--- src/design/adjacent_swap_distance_core_defines.svh ---
// Assertion macros shared by the adjacent swap distance core.
// Each macro expects a clock named clk and an active-low reset named rst_n in scope.
`ifndef ADJACENT_SWAP_DISTANCE_CORE_DEFINES_SVH
`define ADJACENT_SWAP_DISTANCE_CORE_DEFINES_SVH

// Check a consequent in the same cycle as its antecedent
`define ASDC_ASSERT_NOW(lbl, ante, cons, msg) \
  lbl: assert property (@(posedge clk) disable iff (!rst_n) (ante) |-> (cons)) \
    else $error(msg);

// Check a consequent in the cycle after its antecedent
`define ASDC_ASSERT_NEXT(lbl, ante, cons, msg) \
  lbl: assert property (@(posedge clk) disable iff (!rst_n) (ante) |=> (cons)) \
    else $error(msg);

`endif

--- src/design/asdc_pkg.sv ---
// Shared types and constants of the adjacent swap distance core.
// No dependencies; used by the cell, the tally and the top level.
`timescale 1ns / 1ps
`default_nettype none

package asdc_pkg;

  // Default sizes
  localparam int MAX_LEN_DEF = 1024;
  localparam int KEY_W_DEF   = 32;

  // Stream field widths
  localparam int FIELD_W     = 32;
  localparam int IN_TDATA_W  = 2 * FIELD_W;
  localparam int SWAP_W      = 19;
  localparam int OUT_TDATA_W = 24;
  localparam logic [SWAP_W-1:0] SWAP_MAX = '1;

  // Item kind carried on tuser
  typedef enum logic {
    FUNC_LOAD   = 1'b0,
    FUNC_SOURCE = 1'b1
  } asdc_func_t;

  // Control part of a token moving down the chain
  typedef struct packed {
    logic       valid;
    asdc_func_t func;
    logic       last;
    logic       hit;   // load: cell claimed; source: match found
  } asdc_tok_t;

  // Status from the tally
  typedef struct packed {
    logic emit;
    logic clean;
  } asdc_stat_t;

endpackage

`default_nettype wire

--- src/design/asdc_cell.sv ---
// One cell of the matching chain: holds one target entry and passes tokens on.
// Depends on asdc_pkg.
`timescale 1ns / 1ps
`default_nettype none

module asdc_cell #(
  parameter int KEY_WIDTH = asdc_pkg::KEY_W_DEF,
  parameter int LATER_W   = 10
) (
  input  wire                     clk,
  input  wire                     rst_n,
  input  wire                     adv,
  input  asdc_pkg::asdc_tok_t     tok_i,
  input  wire [2*KEY_WIDTH-1:0]   key_i,
  input  wire [LATER_W-1:0]       later_i,
  output asdc_pkg::asdc_tok_t     tok_o,
  output logic [2*KEY_WIDTH-1:0]  key_o,
  output logic [LATER_W-1:0]      later_o
);
  import asdc_pkg::*;

  logic                   valid_r, valid_nxt;
  logic                   used_r, used_nxt;
  logic [2*KEY_WIDTH-1:0] key_r, key_nxt;
  asdc_tok_t              tok_r, tok_nxt;
  logic [2*KEY_WIDTH-1:0] tkey_r, tkey_nxt;
  logic [LATER_W-1:0]     later_r, later_nxt;
  logic                   match;

  assign match = valid_r && !used_r && (key_r == key_i);

  // Act on the incoming token and advance it by one cell
  always_comb begin
    valid_nxt = valid_r;
    used_nxt  = used_r;
    key_nxt   = key_r;
    tok_nxt   = tok_r;
    tkey_nxt  = tkey_r;
    later_nxt = later_r;
    if (adv) begin
      tok_nxt   = tok_i;
      tkey_nxt  = key_i;
      later_nxt = later_i;
      if (tok_i.valid) begin
        unique case (tok_i.func)
          FUNC_LOAD: begin
            // claim the first free cell
            if (!tok_i.hit && !valid_r) begin
              valid_nxt   = 1'b1;
              used_nxt    = 1'b0;
              key_nxt     = key_i;
              tok_nxt.hit = 1'b1;
            end
          end
          FUNC_SOURCE: begin
            // take the earliest unused equal entry, then count used ones behind it
            if (!tok_i.hit && match) begin
              used_nxt    = 1'b1;
              tok_nxt.hit = 1'b1;
            end else if (tok_i.hit && valid_r && used_r) begin
              later_nxt = later_i + 1'b1;
            end
            // the closing item empties every cell it passes
            if (tok_i.last) begin
              valid_nxt = 1'b0;
              used_nxt  = 1'b0;
            end
          end
          default: ;
        endcase
      end
    end
  end

  always_ff @(posedge clk) begin
    if (!rst_n) begin
      valid_r <= 1'b0;
      used_r  <= 1'b0;
      tok_r   <= '0;
    end else begin
      valid_r <= valid_nxt;
      used_r  <= used_nxt;
      tok_r   <= tok_nxt;
    end
  end

  // Payload registers
  always_ff @(posedge clk) begin
    key_r   <= key_nxt;
    tkey_r  <= tkey_nxt;
    later_r <= later_nxt;
  end

  assign tok_o   = tok_r;
  assign key_o   = tkey_r;
  assign later_o = later_r;

endmodule

`default_nettype wire

--- config.mk ---
export PLATFORM = sky130hd
export DESIGN_NAME = asdc_cell
export DESIGN_NICKNAME = d
export VERILOG_FILES = /design/src/design/adjacent_swap_distance_core_defines.svh /design/src/design/asdc_pkg.sv /design/src/design/asdc_cell.sv
export SDC_FILE = /design/constraint.sdc
export NUM_CORES = 1
export LEC_CHECK = 0
export BUFFER_PORTS_ARGS = -buffer_cell sky130_fd_sc_hd__buf_4
export CORE_ASPECT_RATIO = 0.8
export CORE_MARGIN = 10
export CORE_UTILIZATION = 30
export DETAILED_ROUTE_END_ITERATION = 8
export PLACE_DENSITY_LB_ADDON = 0.05
export SLEW_MARGIN = 10
export SYNTH_ARGS = -nofsm -noshare
export SYNTH_HDL_FRONTEND = slang
export SYNTH_SLANG_ARGS = --single-unit
export TNS_END_PERCENT = 1
--- constraint.sdc ---
create_clock -name clk -period 8.95 [get_ports clk]
set_input_delay 0 -clock clk [delete_from_list [all_inputs] [get_ports clk]]
set_output_delay 0 -clock clk [all_outputs]
set_load 0.005 [all_outputs]
# Word-level counts from Yosys, hierarchy flattened
# Cells that the tools add are included.
classes:
  addsub: 1
  eq_ne: 4
  n_mux: 15
  bitwise_logic: 1
  n_reduce_logical: 12
op_table:
  columns: ["op", "n"]
  rows:
  - ["64-bit == test", 1]
  - ["10-bit two-way mux", 4]
  - ["4-bit AND reduction", 3]
  - ["10-bit by 1-bit adder with 10-bit output, second input constant", 1]
  - ["1-bit two-way mux", 8]
  - ["1-bit logical AND", 6]
  - ["1-bit one-hot mux with 2 select lines", 3]
  - ["2-bit inequality test, second input constant", 2]
  - ["1-bit logical NOT", 3]
  - ["3-bit by 2-bit inequality test with 1-bit output, second input constant", 1]
  - ["1-bit inverter", 1]
word_totals:
  register_bits: 144
  input_bits: 81
  output_inout_bits: 78
  wordCells: 42

# Longest topological paths before layout
# Gate-level depths: netlist (run 1).
logic_depth:
  depth_word: 7
  ltp_mapped: 5
  ltp_nobuf: 5

# Worst setup path after synthesis (run 1)
# OpenSTA, ideal clock, no wires.
synth_timing:
  kind: "reg-to-reg"
  startpoint: "reg valid_r"
  endpoint: "reg key_r[0] (enable)"
  setup_ps: 648
  t_arrival_ps: 6537
  required_time_ps: 8302
  slack_ps: 1765
  stages_incl_launch_ff: 2
  n_path_buf: 0
  period_less_slack_ps: 7185
  cell_sequence: "dfxtp_1 > nor4_1"
synth_between:
  elab_chain_cells: 3
synth_lines:
  columns: ["item", "line_no", "rtl"]
  rows:
  - ["start: declaration", "asdc_cell.sv:22", "logic valid_r, valid_nxt;"]
  - ["start signal: assignment", "asdc_cell.sv:81", "valid_r <= valid_nxt;"]
  - ["1-bit logical NOT", "asdc_cell.sv:48", "if (!tok_i.hit && !valid_r) begin"]
  - ["1-bit logical AND", "asdc_cell.sv:48", null]
  - ["4-bit AND reduction (no line)", null, null]
  - ["end signal: assignment", "asdc_cell.sv:89", "key_r <= key_nxt;"]
  - ["end: declaration", "asdc_cell.sv:24", "logic [2*KEY_WIDTH-1:0] key_r, key_nxt;"]
# No other way between the ends.
# A chain may end at the register's enable or synchronous reset.

# Worst setup path in the final report (run 1)
layout_timing:
  startpoint: "reg key_r[23]"
  endpoint: "reg used_r"
layout_between:
  elab_chain_cells: 5
layout_lines:
  columns: ["item", "line_no", "rtl"]
  rows:
  - ["64-bit == test", "asdc_cell.sv:30", "assign match = valid_r && !used_r && (key_r == key_i);"]
  - ["1-bit logical AND", "asdc_cell.sv:30", null]
  - ["1-bit logical AND", "asdc_cell.sv:57", "if (!tok_i.hit && match) begin"]
  - ["3-bit by 2-bit inequality test with 1-bit output (no line)", null, null]
  - ["4-bit AND reduction (no line)", null, null]
  - ["end signal: assignment", "asdc_cell.sv:82", "used_r <= used_nxt;"]
  - ["end: declaration", "asdc_cell.sv:23", "logic used_r, used_nxt;"]
# No other way between the ends.

==> impl_metrics.ini, run 1 <==
[sta]
setup_violations = 0
period_share = 0.251
fin_skew_ns = 0.00569
fin_setup_tns_ns = 0
fmax_ghz = 0.445
maxSlewHeadroom = 0.602
finalMaxSlewViolations = 0
worst_slew_pin_slew_ns = 0.597
fin_crit_ns = 2.25
rsz0062_at_grt = no
finalHoldViolCount = 0

[routing]
first_iter_violations = 163
met2WireLength_mm = 5.58
wl_met3_um = 962
drt-met1-wl_mm = 5.91
wl_per_cell_um = 16.1
ant_nets = 0
wirelength_mm = 12.6
top_layer_used = met4
first_pass_iters = 4
vias = 3282
drc = 0
viasPerCell = 4.18

[worst_hold_path]
hold_path.class = primary input to register

[cts]
cts_setup_buffers = 0
clkSinkCount = 144
htree_levels = 4
tritoncts = done
clock_path_buffers = 2
cts_root_buf = clkbuf_16
cts_buffers = 17
path_clk_slew_ns = 0.06
clk_latency_ns = 0.41

[yosys]
synth_area_leaders = edfxtp_1, xnor2_1, dfxtp_1
yosysWarningCount = 0
yosys.area.top_type_share = 0.776
synth_seq_cells = 144
netlist_instances = 287
ys_types = 30
postSynthAreaPerCell_um2 = 18.6
syn-num-nets = 369
yosysSeqAreaShare = 0.799
synth.largest_area_cell = edfxtp_1
syn-cell-area_um2 = 5340

[power_and_ir_drop]
power_density_nw_per_um2 = 198
leakagePower_nw = 3.04
finalPower_mw = 1.62
peakVddDrop_mv = 0.123

[global_route]
overflow = 0
grt_antenna_before_repair = 0
grt_start_max_net_pins = 44
grt_pass1_wl_mm = 19.9
grt_use_total = 0.109
grt_pass1_vias = 3563

[setup_path]
critPathLaunchType = register
critPathMaxStageDelay_ns = 0.59
crit_arrival_ns = 2.60
cp_max_fo = 2
crit_slowest_cell = dlygate4sd3_1
cp.required_ns = 9.30
cp-end-kind = register
crit_type = register to register
path_cells = xnor2_1 -> nand4_1 -> nor4_1 -> nand3_1 -> o31ai_1 -> dlygate4sd3_1

[floorplan]
initial_core_util = 0.307
die_y_um = 139
core_um2 = 17400
dieWidth_um = 169
ioPinCount = 159
num_rows = 43
dieArea_um2 = 23600

[finish]
antennaDiodeCount = 0
areaGrowthSynthToFinish_pct = 53.8
drive_above_1_share = 0.354
n_fill_cell = 1491
nets = 629
layout_commonest_cell = buf_4
most-common-layout-cells = buf_4, edfxtp_1, dlygate4sd3_1

[run]
drv_cap = 0

[place]
io_buffers = 158
dp_hpwl_mm = 8.74
gp_congestion = 0.694

[outcome]
outcome = finished, final reports clean
==> per-stage QoR <==
step / instances / hold WS (ns) / cell area [um^2] / utilization / setup WS, ns
after floorplan: 287 / 0.0989 / 5340 / - / 1.77
after global placement: 672 / 0.205 / 6830 / 0.393 / 7.20
after detailed placement: 672 / 0.204 / 6830 / 0.393 / 7.14
after CTS: 785 / 0.0859 / 8210 / 0.473 / 6.62
after global routing: 785 / 0.0886 / 8210 / 0.473 / 6.33
final: 785 / 0.0991 / 8210 / 0.473 / 6.70
==> routing by layer <==
layer | GRT usage | vias up
li1 | - | 1615
met1 | 0.139 | 1551
met2 | 0.157 | 101
met3 | 0.0493 | 15
met4 | 0.0440 | 0
met5 | 0 | -
==> state kept, by name, summed over array words and instances, names as in the netlist <==
signal and flops:
tok_o 4, key_r 64, used_r 1, later_o 10, key_o 64, valid_r 1
==> path summary, 6_finish.rpt <==
check	cells after the start	slack (ns)	from	endpoint
min	1	0.1	adv	key_o[11]
max	6	6.70	key_r[23]	used_r
max reg2reg	6	6.70	key_r[23]	used_r
min reg2reg	2	0.47	tok_o[3]	tok_o[3]
==> kinds of logic (layout without fill, tap and decap cells) <==
logic type,count (synthesis),count (layout),share of synthesized area
and+or+nand+nor,54,54,0.0616
xor gates and xnor gates,73,73,0.120
adders and majority gates,1,1,0.00234
DFF,144,144,0.799
AOI/OAI and AO/OA,8,8,0.00867
buffers and inverters,4,277,0.00305
muxes,3,3,0.00586
==> cell type report <==
cell class                      instances  area [um^2]  share of cell area
Clock inverter                         14          141              0.0172
Tap cell                              225          282              0.0343
Clock buffer                           18          429              0.0523
Sequential cell                       144         4260               0.519
Timing Repair Buffer                  242         2020               0.246
Inverter                                3         11.3             0.00137
Multi-Input combinational cell        139         1060               0.130
==> cell usage after synthesis <==
library cell	n
buf_2	1
nor2_2	2
nand4_4	1
or2b_1	1
xnor2_1	62
ha_1	1
nor4_1	5
edfxtp_1	138
a21oi_1	3
nor2_1	7
mux2i_1	2
nand2_1	6
o2111ai_1	1
nor4_2	1
o31ai_1	1
and3_4	1
o21ai_1	1
nor3_1	2
dfxtp_1	6
or4_1	1
nand4_1	17
nand4b_1	1
and3_1	2
o21ai_0	2
xor2_1	11
nand3_1	5
inv_1	3
nand2b_1	1
and3_2	1
mux2_1	1
==> critical path: cells and delay by family (launching register included) <==
| kind | cells | cell delay, ns |
|---|---|---|
| buf+inv | 1 | 0.59 |
| simple gates | 3 | 0.76 |
| compound gates | 1 | 0.29 |
| flops | 1 | 0.39 |
| xor+xnor | 1 | 0.16 |
==> repair_timing <==
action / in CTS / in global routing
resized for setup: 0 / 0
hold buffers: 81 / 0
hold endpoints to repair: 144 / 0
==> where the power goes <==
part | switching [mW] | internal [mW]
logic | 0.0619 | 0.0936
registers | 0.0100 | 0.777
clock network | 0.271 | 0.409
total | 0.343 | 1.28
Note: power is estimated with default switching activity, not from simulation.
==> inputs of run 2 (changes only) <==
- ABC_AREA: not set -> 1
- clock period: 8.95 -> 2 ns (I/O delays scaled with it)
==> run 2 against run 1 <==
Against the previous run: clock power grew to 4.0 times the previous value; setup slack lost 6.6 ns; register-to-register slack lost 6.6 ns; synthesized cell count grew 53%; critical endpoint is now later_o[9]; utilization shrank 0.52 points; combinational power grew to 4.7 times the previous value; highest routed layer unchanged; non-clock buffer count grew 4; via count grew 18%; first-iteration DRC count shrank 23%; area after synthesis grew 5.8%; routed wire length grew 6.1%.
==> impl_metrics.ini, run 2 <==
[outcome]
outcome = finished, final reports clean

[place]
dpl-instance-area_um2 = 7210
dp_hpwl_mm = 9.32
io_buffers = 158
gp_congestion = 0.684

[power_and_ir_drop]
leakagePower_nw = 3.54
internal_power_mw = 5.48
p_comb_frac = 0.105
switching_share = 0.219
peakVddDrop_mv = 0.590
p_seq_frac = 0.504
finalPower_mw = 7.01
switching_power_mw = 1.53
clkPwrFrac = 0.391
power_density_nw_per_um2 = 818

[yosys]
syn-cell-area_um2 = 5650
synthFlopType = edfxtp_1
synthTopCellsByCount = edfxtp_1, nand2_1, nor2_1
postSynthAreaPerCell_um2 = 12.9
syn-num-nets = 520
yosys.area.top_type_share = 0.734
ys_types = 20
synth_edf_count = 138
synth_seq_cells = 144
yosysSeqAreaShare = 0.755
async_flop_share = 0
synth_area_leaders = edfxtp_1, nand2_1, xnor2_1
netlist_instances = 438
yosysMostFrequentCell = edfxtp_1
yosysWarningCount = 0
synth.largest_area_cell = edfxtp_1

[cts]
clkSinkCount = 144
htree_levels = 4
tritoncts = done
clk_latency_ns = 0.41
clock_path_buffers = 2
cts_buffers = 17
path_clk_slew_ns = 0.06
cts_root_buf = clkbuf_16

[sta]
finalMaxSlewViolations = 0
fin_crit_ns = 1.86
fin_setup_tns_ns = 0
finalHoldViolCount = 0
maxSlewHeadroom = 0.648
period_share = 0.930
fin_skew_ns = 0.0109
setup_violations = 0
rsz0062_at_grt = no
fmax_ghz = 0.538
worst_slew_pin_slew_ns = 0.528

[worst_hold_path]
hp-start = key_i[23]
holdPathEnd = key_o[23]
whs_path_depth = 2
hold_path.class = primary input to register

[routing]
drc = 0
first_pass_iters = 4
wirelength_mm = 13.4
first_iter_violations = 125
ant_nets = 0
vias = 3875
viasPerCell = 4.00
wl_per_cell_um = 13.8

[setup_path]
cp.required_ns = 2.16
reg2reg_from = used_r
reg2reg_slack_ns = 0.14
cp_max_fo = 3
cp-end-kind = register
crit_arrival_ns = 2.02
reg2reg_depth = 7
crit_type = register to register
critPathLaunchType = register
r2r-end = later_o[9]

[global_route]
grt_pass1_wl_mm = 21.3
grt_start_max_net_pins = 43
grt_use_total = 0.108
grt_pass1_vias = 4100
overflow = 0
grt_antenna_before_repair = 0

[finish]
areaGrowthSynthToFinish_pct = 51.7
most-common-layout-cells = buf_4, edfxtp_1, nand2_1
nets = 785
register_area_um2 = 4270
n_fill_cell = 1670
finalInstanceArea_um2 = 8570
layout_commonest_cell = buf_4
drive_above_1_share = 0.281
antennaDiodeCount = 0
multi_input_area_um2 = 1210

[floorplan]
num_rows = 44
die_y_um = 143
initial_core_util = 0.308
ioPinCount = 159
core_um2 = 18300
dieArea_um2 = 24700
dieWidth_um = 173

[run]
drv_cap = 0
-- run 2: changes by cell type after synthesis, moves of 5 or more --
cell	previous run	this run
inv_1	3	54
xnor2_1	62	39
nand2_1	6	111
xor2_1	11	4
nor4_1	5	0
nand4_1	17	1
nor2_1	7	61
-- run 2: worst max path at each step --
stage               startpoint  slack (ns)  cells after the start    endpoint
floorplan              valid_r       -0.08                      5    key_r[0]
global placement     key_r[13]        0.48                     11    tok_o[0]
detailed placement    key_r[9]        0.43                     11    tok_o[0]
CTS                     used_r        0.07                      7  later_o[9]
global route            used_r        0.02                      7  later_o[9]
finish                  used_r        0.14                      7  later_o[9]
-- run 2: power groups by stage --
stage / Clock [mW] / Combinational [mW] / Sequential, mW
5_1_grt: 2.98 / 0.816 / 3.54
3_3_place_gp: 0 / 0.615 / 3.59
3_5_place_dp: 0 / 0.621 / 3.59
6_report: 2.74 / 0.736 / 3.53
4_1_cts: 2.84 / 0.755 / 3.53
2_1_floorplan: 0 / 0.143 / 3.61
-- run 2: final cells by class --
type	instances	share of cell area
inverter	54	0.0237
timing repair buffer	246	0.242
clock inverter	12	0.00832
sequential	144	0.498
tap	253	0.0369
clock buffer	20	0.0510
multi-input combinational	240	0.141
-- run 2: worst max-delay path, cell delays in order (launching register included) --
cell	delay [ns]
dfxtp_1	0.37
nand3_2	0.12
inv_2	0.09
nand4_2	0.13
nor2_2	0.13
nand3_1	0.09
xnor2_1	0.13
dlygate4sd3_1	0.55
-- run 2: kinds of logic (layout without fill, tap and decap cells) --
kind of cell	count (synthesis)	in the layout	share of synthesized area
buf+inv	54	332	0.0359
compound gates	7	7	0.00731
simple gates	189	189	0.133
flops	144	144	0.755
fa+ha+maj	1	1	0.00221
xor+xnor	43	43	0.0667
-- run 2: per-stage QoR --
| stage | setup WS [ns] | hold slack, ns | std cells | utilization |
|---|---|---|---|---|
| 2_1_floorplan | -0.0754 | 0.0989 | 438 | - |
| 3_3_place_gp | 0.476 | 0.206 | 853 | 0.393 |
| 3_5_place_dp | 0.427 | 0.206 | 853 | 0.393 |
| 4_1_cts | 0.0713 | 0.310 | 969 | 0.467 |
| 5_1_grt | 0.0232 | 0.309 | 969 | 0.467 |
| 6_report | 0.140 | 0.331 | 969 | 0.467 |
-- run 2: repair_timing --
action | CTS | global route
setup buffers | 0 | 0
endpoints found under the setup margin | 0 | 2
resized for setup | 0 | 3
endpoints found under the hold margin | 144 | 0
hold buffers | 84 | 0
-- run 2: metal layers --
| layer | vias to the layer above | wire (um) | track usage |
|---|---|---|---|
| met2 | 97 | 6370 | 0.173 |
| met5 | - | 0 | 0 |
| met3 | 12 | 949 | 0.0487 |
| met1 | 1794 | 5980 | 0.127 |
| li1 | 1972 | - | - |
| met4 | 0 | 128 | 0.0380 |
==> inputs of run 3 (changes only) <==
- ABC_AREA: 1 -> not set
==> run 3 against run 2 <==
Against the previous run: die area shrank 4.8%; clock-buffer cell count fell by 2; register-to-register slack got worse by 0.02 ns; cell count fell by 19%; power rose by 2.8%; routed wire length decreased by 4.4%; setup slack worse by 0.023 ns; sequential power about the same; combinational power shrank 4.5%; clock skew decreased by 0.0029 ns; final area down 3.9%; clock power is 8.8% higher; largest cell class unchanged; largest power group unchanged.
==> impl_metrics.ini, run 3 (synthesis gave the netlist of run 1 again) <==
[outcome]
outcome = finished, final reports clean

[sta]
setup_violations = 0
fmax_ghz = 0.531
finalHoldViolCount = 0
fin_crit_ns = 1.88
rsz0062_at_grt = no
fin_skew_ns = 0.00798
finalMaxSlewViolations = 0
worst_slew_pin_slew_ns = 0.560
period_share = 0.942
maxSlewHeadroom = 0.627

[worst_hold_path]
hp-start = tok_i[3]
hold_path.class = primary input to register
holdPathEnd = tok_o[3]
whs_path_depth = 3

[floorplan]
dieArea_um2 = 23600
ioPinCount = 159
num_rows = 43
die_y_um = 139
dieWidth_um = 169
core_um2 = 17400
initial_core_util = 0.307

[finish]
finalInstanceArea_um2 = 8230
layout_commonest_cell = buf_4
nets = 630
antennaDiodeCount = 0
areaGrowthSynthToFinish_pct = 54.2
drive_above_1_share = 0.349
instances_no_fill = 786
most-common-layout-cells = buf_4, edfxtp_1, dlygate4sd3_1
n_fill_cell = 1502

[cts]
clock_path_buffers = 2
cts_setup_buffers = 0
tritoncts = done
cts_root_buf = clkbuf_16
htree_levels = 4
clkSinkCount = 144
cts_buffers = 17
clk_latency_ns = 0.41
path_clk_slew_ns = 0.06

[global_route]
overflow = 0
grt_pass1_wl_mm = 20.2
grt_start_max_net_pins = 66
grt_antenna_before_repair = 0
grt_pass1_vias = 3645
grt_use_total = 0.110

[place]
dp_cells = 672
io_buffers = 158
dp_hpwl_mm = 8.93
dpl-instance-area_um2 = 6850
gp_congestion = 0.721

[setup_path]
cp-end-kind = register
critPathLaunchType = register
crit_family = simple AND/OR/NAND/NOR gates
crit_type = register to register
path_cells = and3_4 -> nand2_1 -> nor2_1 -> nand4_1 -> xnor2_1 -> dlygate4sd3_1
cp_max_fo = 5
crit_arrival_ns = 2.04
reg2reg_depth = 6
cp.required_ns = 2.16
cp.buffers_inverters = 1
reg2reg_slack_ns = 0.12
critPathMaxStageDelay_ns = 0.54
crit_slowest_cell = dlygate4sd3_1
reg2reg_from = valid_r
r2r-end = later_o[8]

[power_and_ir_drop]
finalPower_mw = 7.20
peakVddDrop_mv = 0.533
leakagePower_nw = 3.04
power_density_nw_per_um2 = 875

[routing]
first_pass_iters = 4
viasPerCell = 4.20
wirelength_mm = 12.8
drc = 0
wl_per_cell_um = 16.3
first_iter_violations = 142
ant_nets = 0
vias = 3299

[run]
drv_cap = 0
==> run 3: cell types whose count changed in the layout (fill, tap and decap cells not counted), sizes merged, moves of 3 or more <==
cell / before / now
nand2: 112 / 6
nor2: 63 / 9
inv: 54 / 3
xnor2: 39 / 62
nand4: 2 / 18
xor2: 4 / 11
nor4: 0 / 6
and3: 0 / 4
nand3: 8 / 5
==> run 3: worst min-delay path, delay by kind of cell <==
family	cells	cell delay, ns
buffers and inverters	1	0.13
AND/OR/NAND/NOR	1	0.16
AO/OA/AOI/OAI	1	0.10
==> run 3: metrics by stage <==
stage | setup WS [ns] | utilization | hold WS, ns | setup TNS [ns]
floorplan | -0.885 | - | 0.0989 | -57.33
global placement | 0.322 | 0.394 | 0.205 | 0
detailed placement | 0.336 | 0.394 | 0.205 | 0
CTS | 0.0226 | 0.473 | 0.00407 | 0
global route | 0.0508 | 0.474 | 0.0288 | 0
finish | 0.117 | 0.474 | 0.0313 | 0
==> run 3: worst max-delay path by stage <==
stage	to	cells after the start	slack (ns)	from
floorplan	key_r[0]	1	-0.88	valid_r
global placement	used_r	5	0.32	key_r[58]
detailed placement	used_r	5	0.34	key_r[58]
CTS	later_o[8]	6	0.02	valid_r
global route	later_o[8]	6	0.05	valid_r
finish	later_o[8]	6	0.12	valid_r
==> run 3: layer usage <==
layer,vias up,part of all wire,track usage
met5,-,0,0
met4,0,0.0091,0.0272
met2,105,0.46,0.166
li1,1616,-,-
met1,1569,0.45,0.135
met3,9,0.081,0.0591
==> run 3: report_power, final <==
group          internal (mW)  switching, mW  total [mW]
Clock                   1.80           1.17        2.98
Combinational          0.423          0.279       0.703
Sequential              3.48         0.0456        3.52
Total                   5.70           1.50        7.20
==> run 3: final cells by class <==
cell class / count / area (um^2) / share of cell area
clock buffers: 18 / 429 / 0.0521
clock inverters: 14 / 124 / 0.0150
inverters: 3 / 11.3 / 0.00137
multi-input cells: 139 / 1080 / 0.131
flip-flops and latches: 144 / 4270 / 0.518
well taps: 225 / 282 / 0.0342
repair buffers: 243 / 2040 / 0.248
==> run 3: repair_timing <==
item	CTS	global route
resized for setup	0	2
setup endpoints to repair	0	1
hold buffers	82	0
endpoints found under the hold margin	149	0
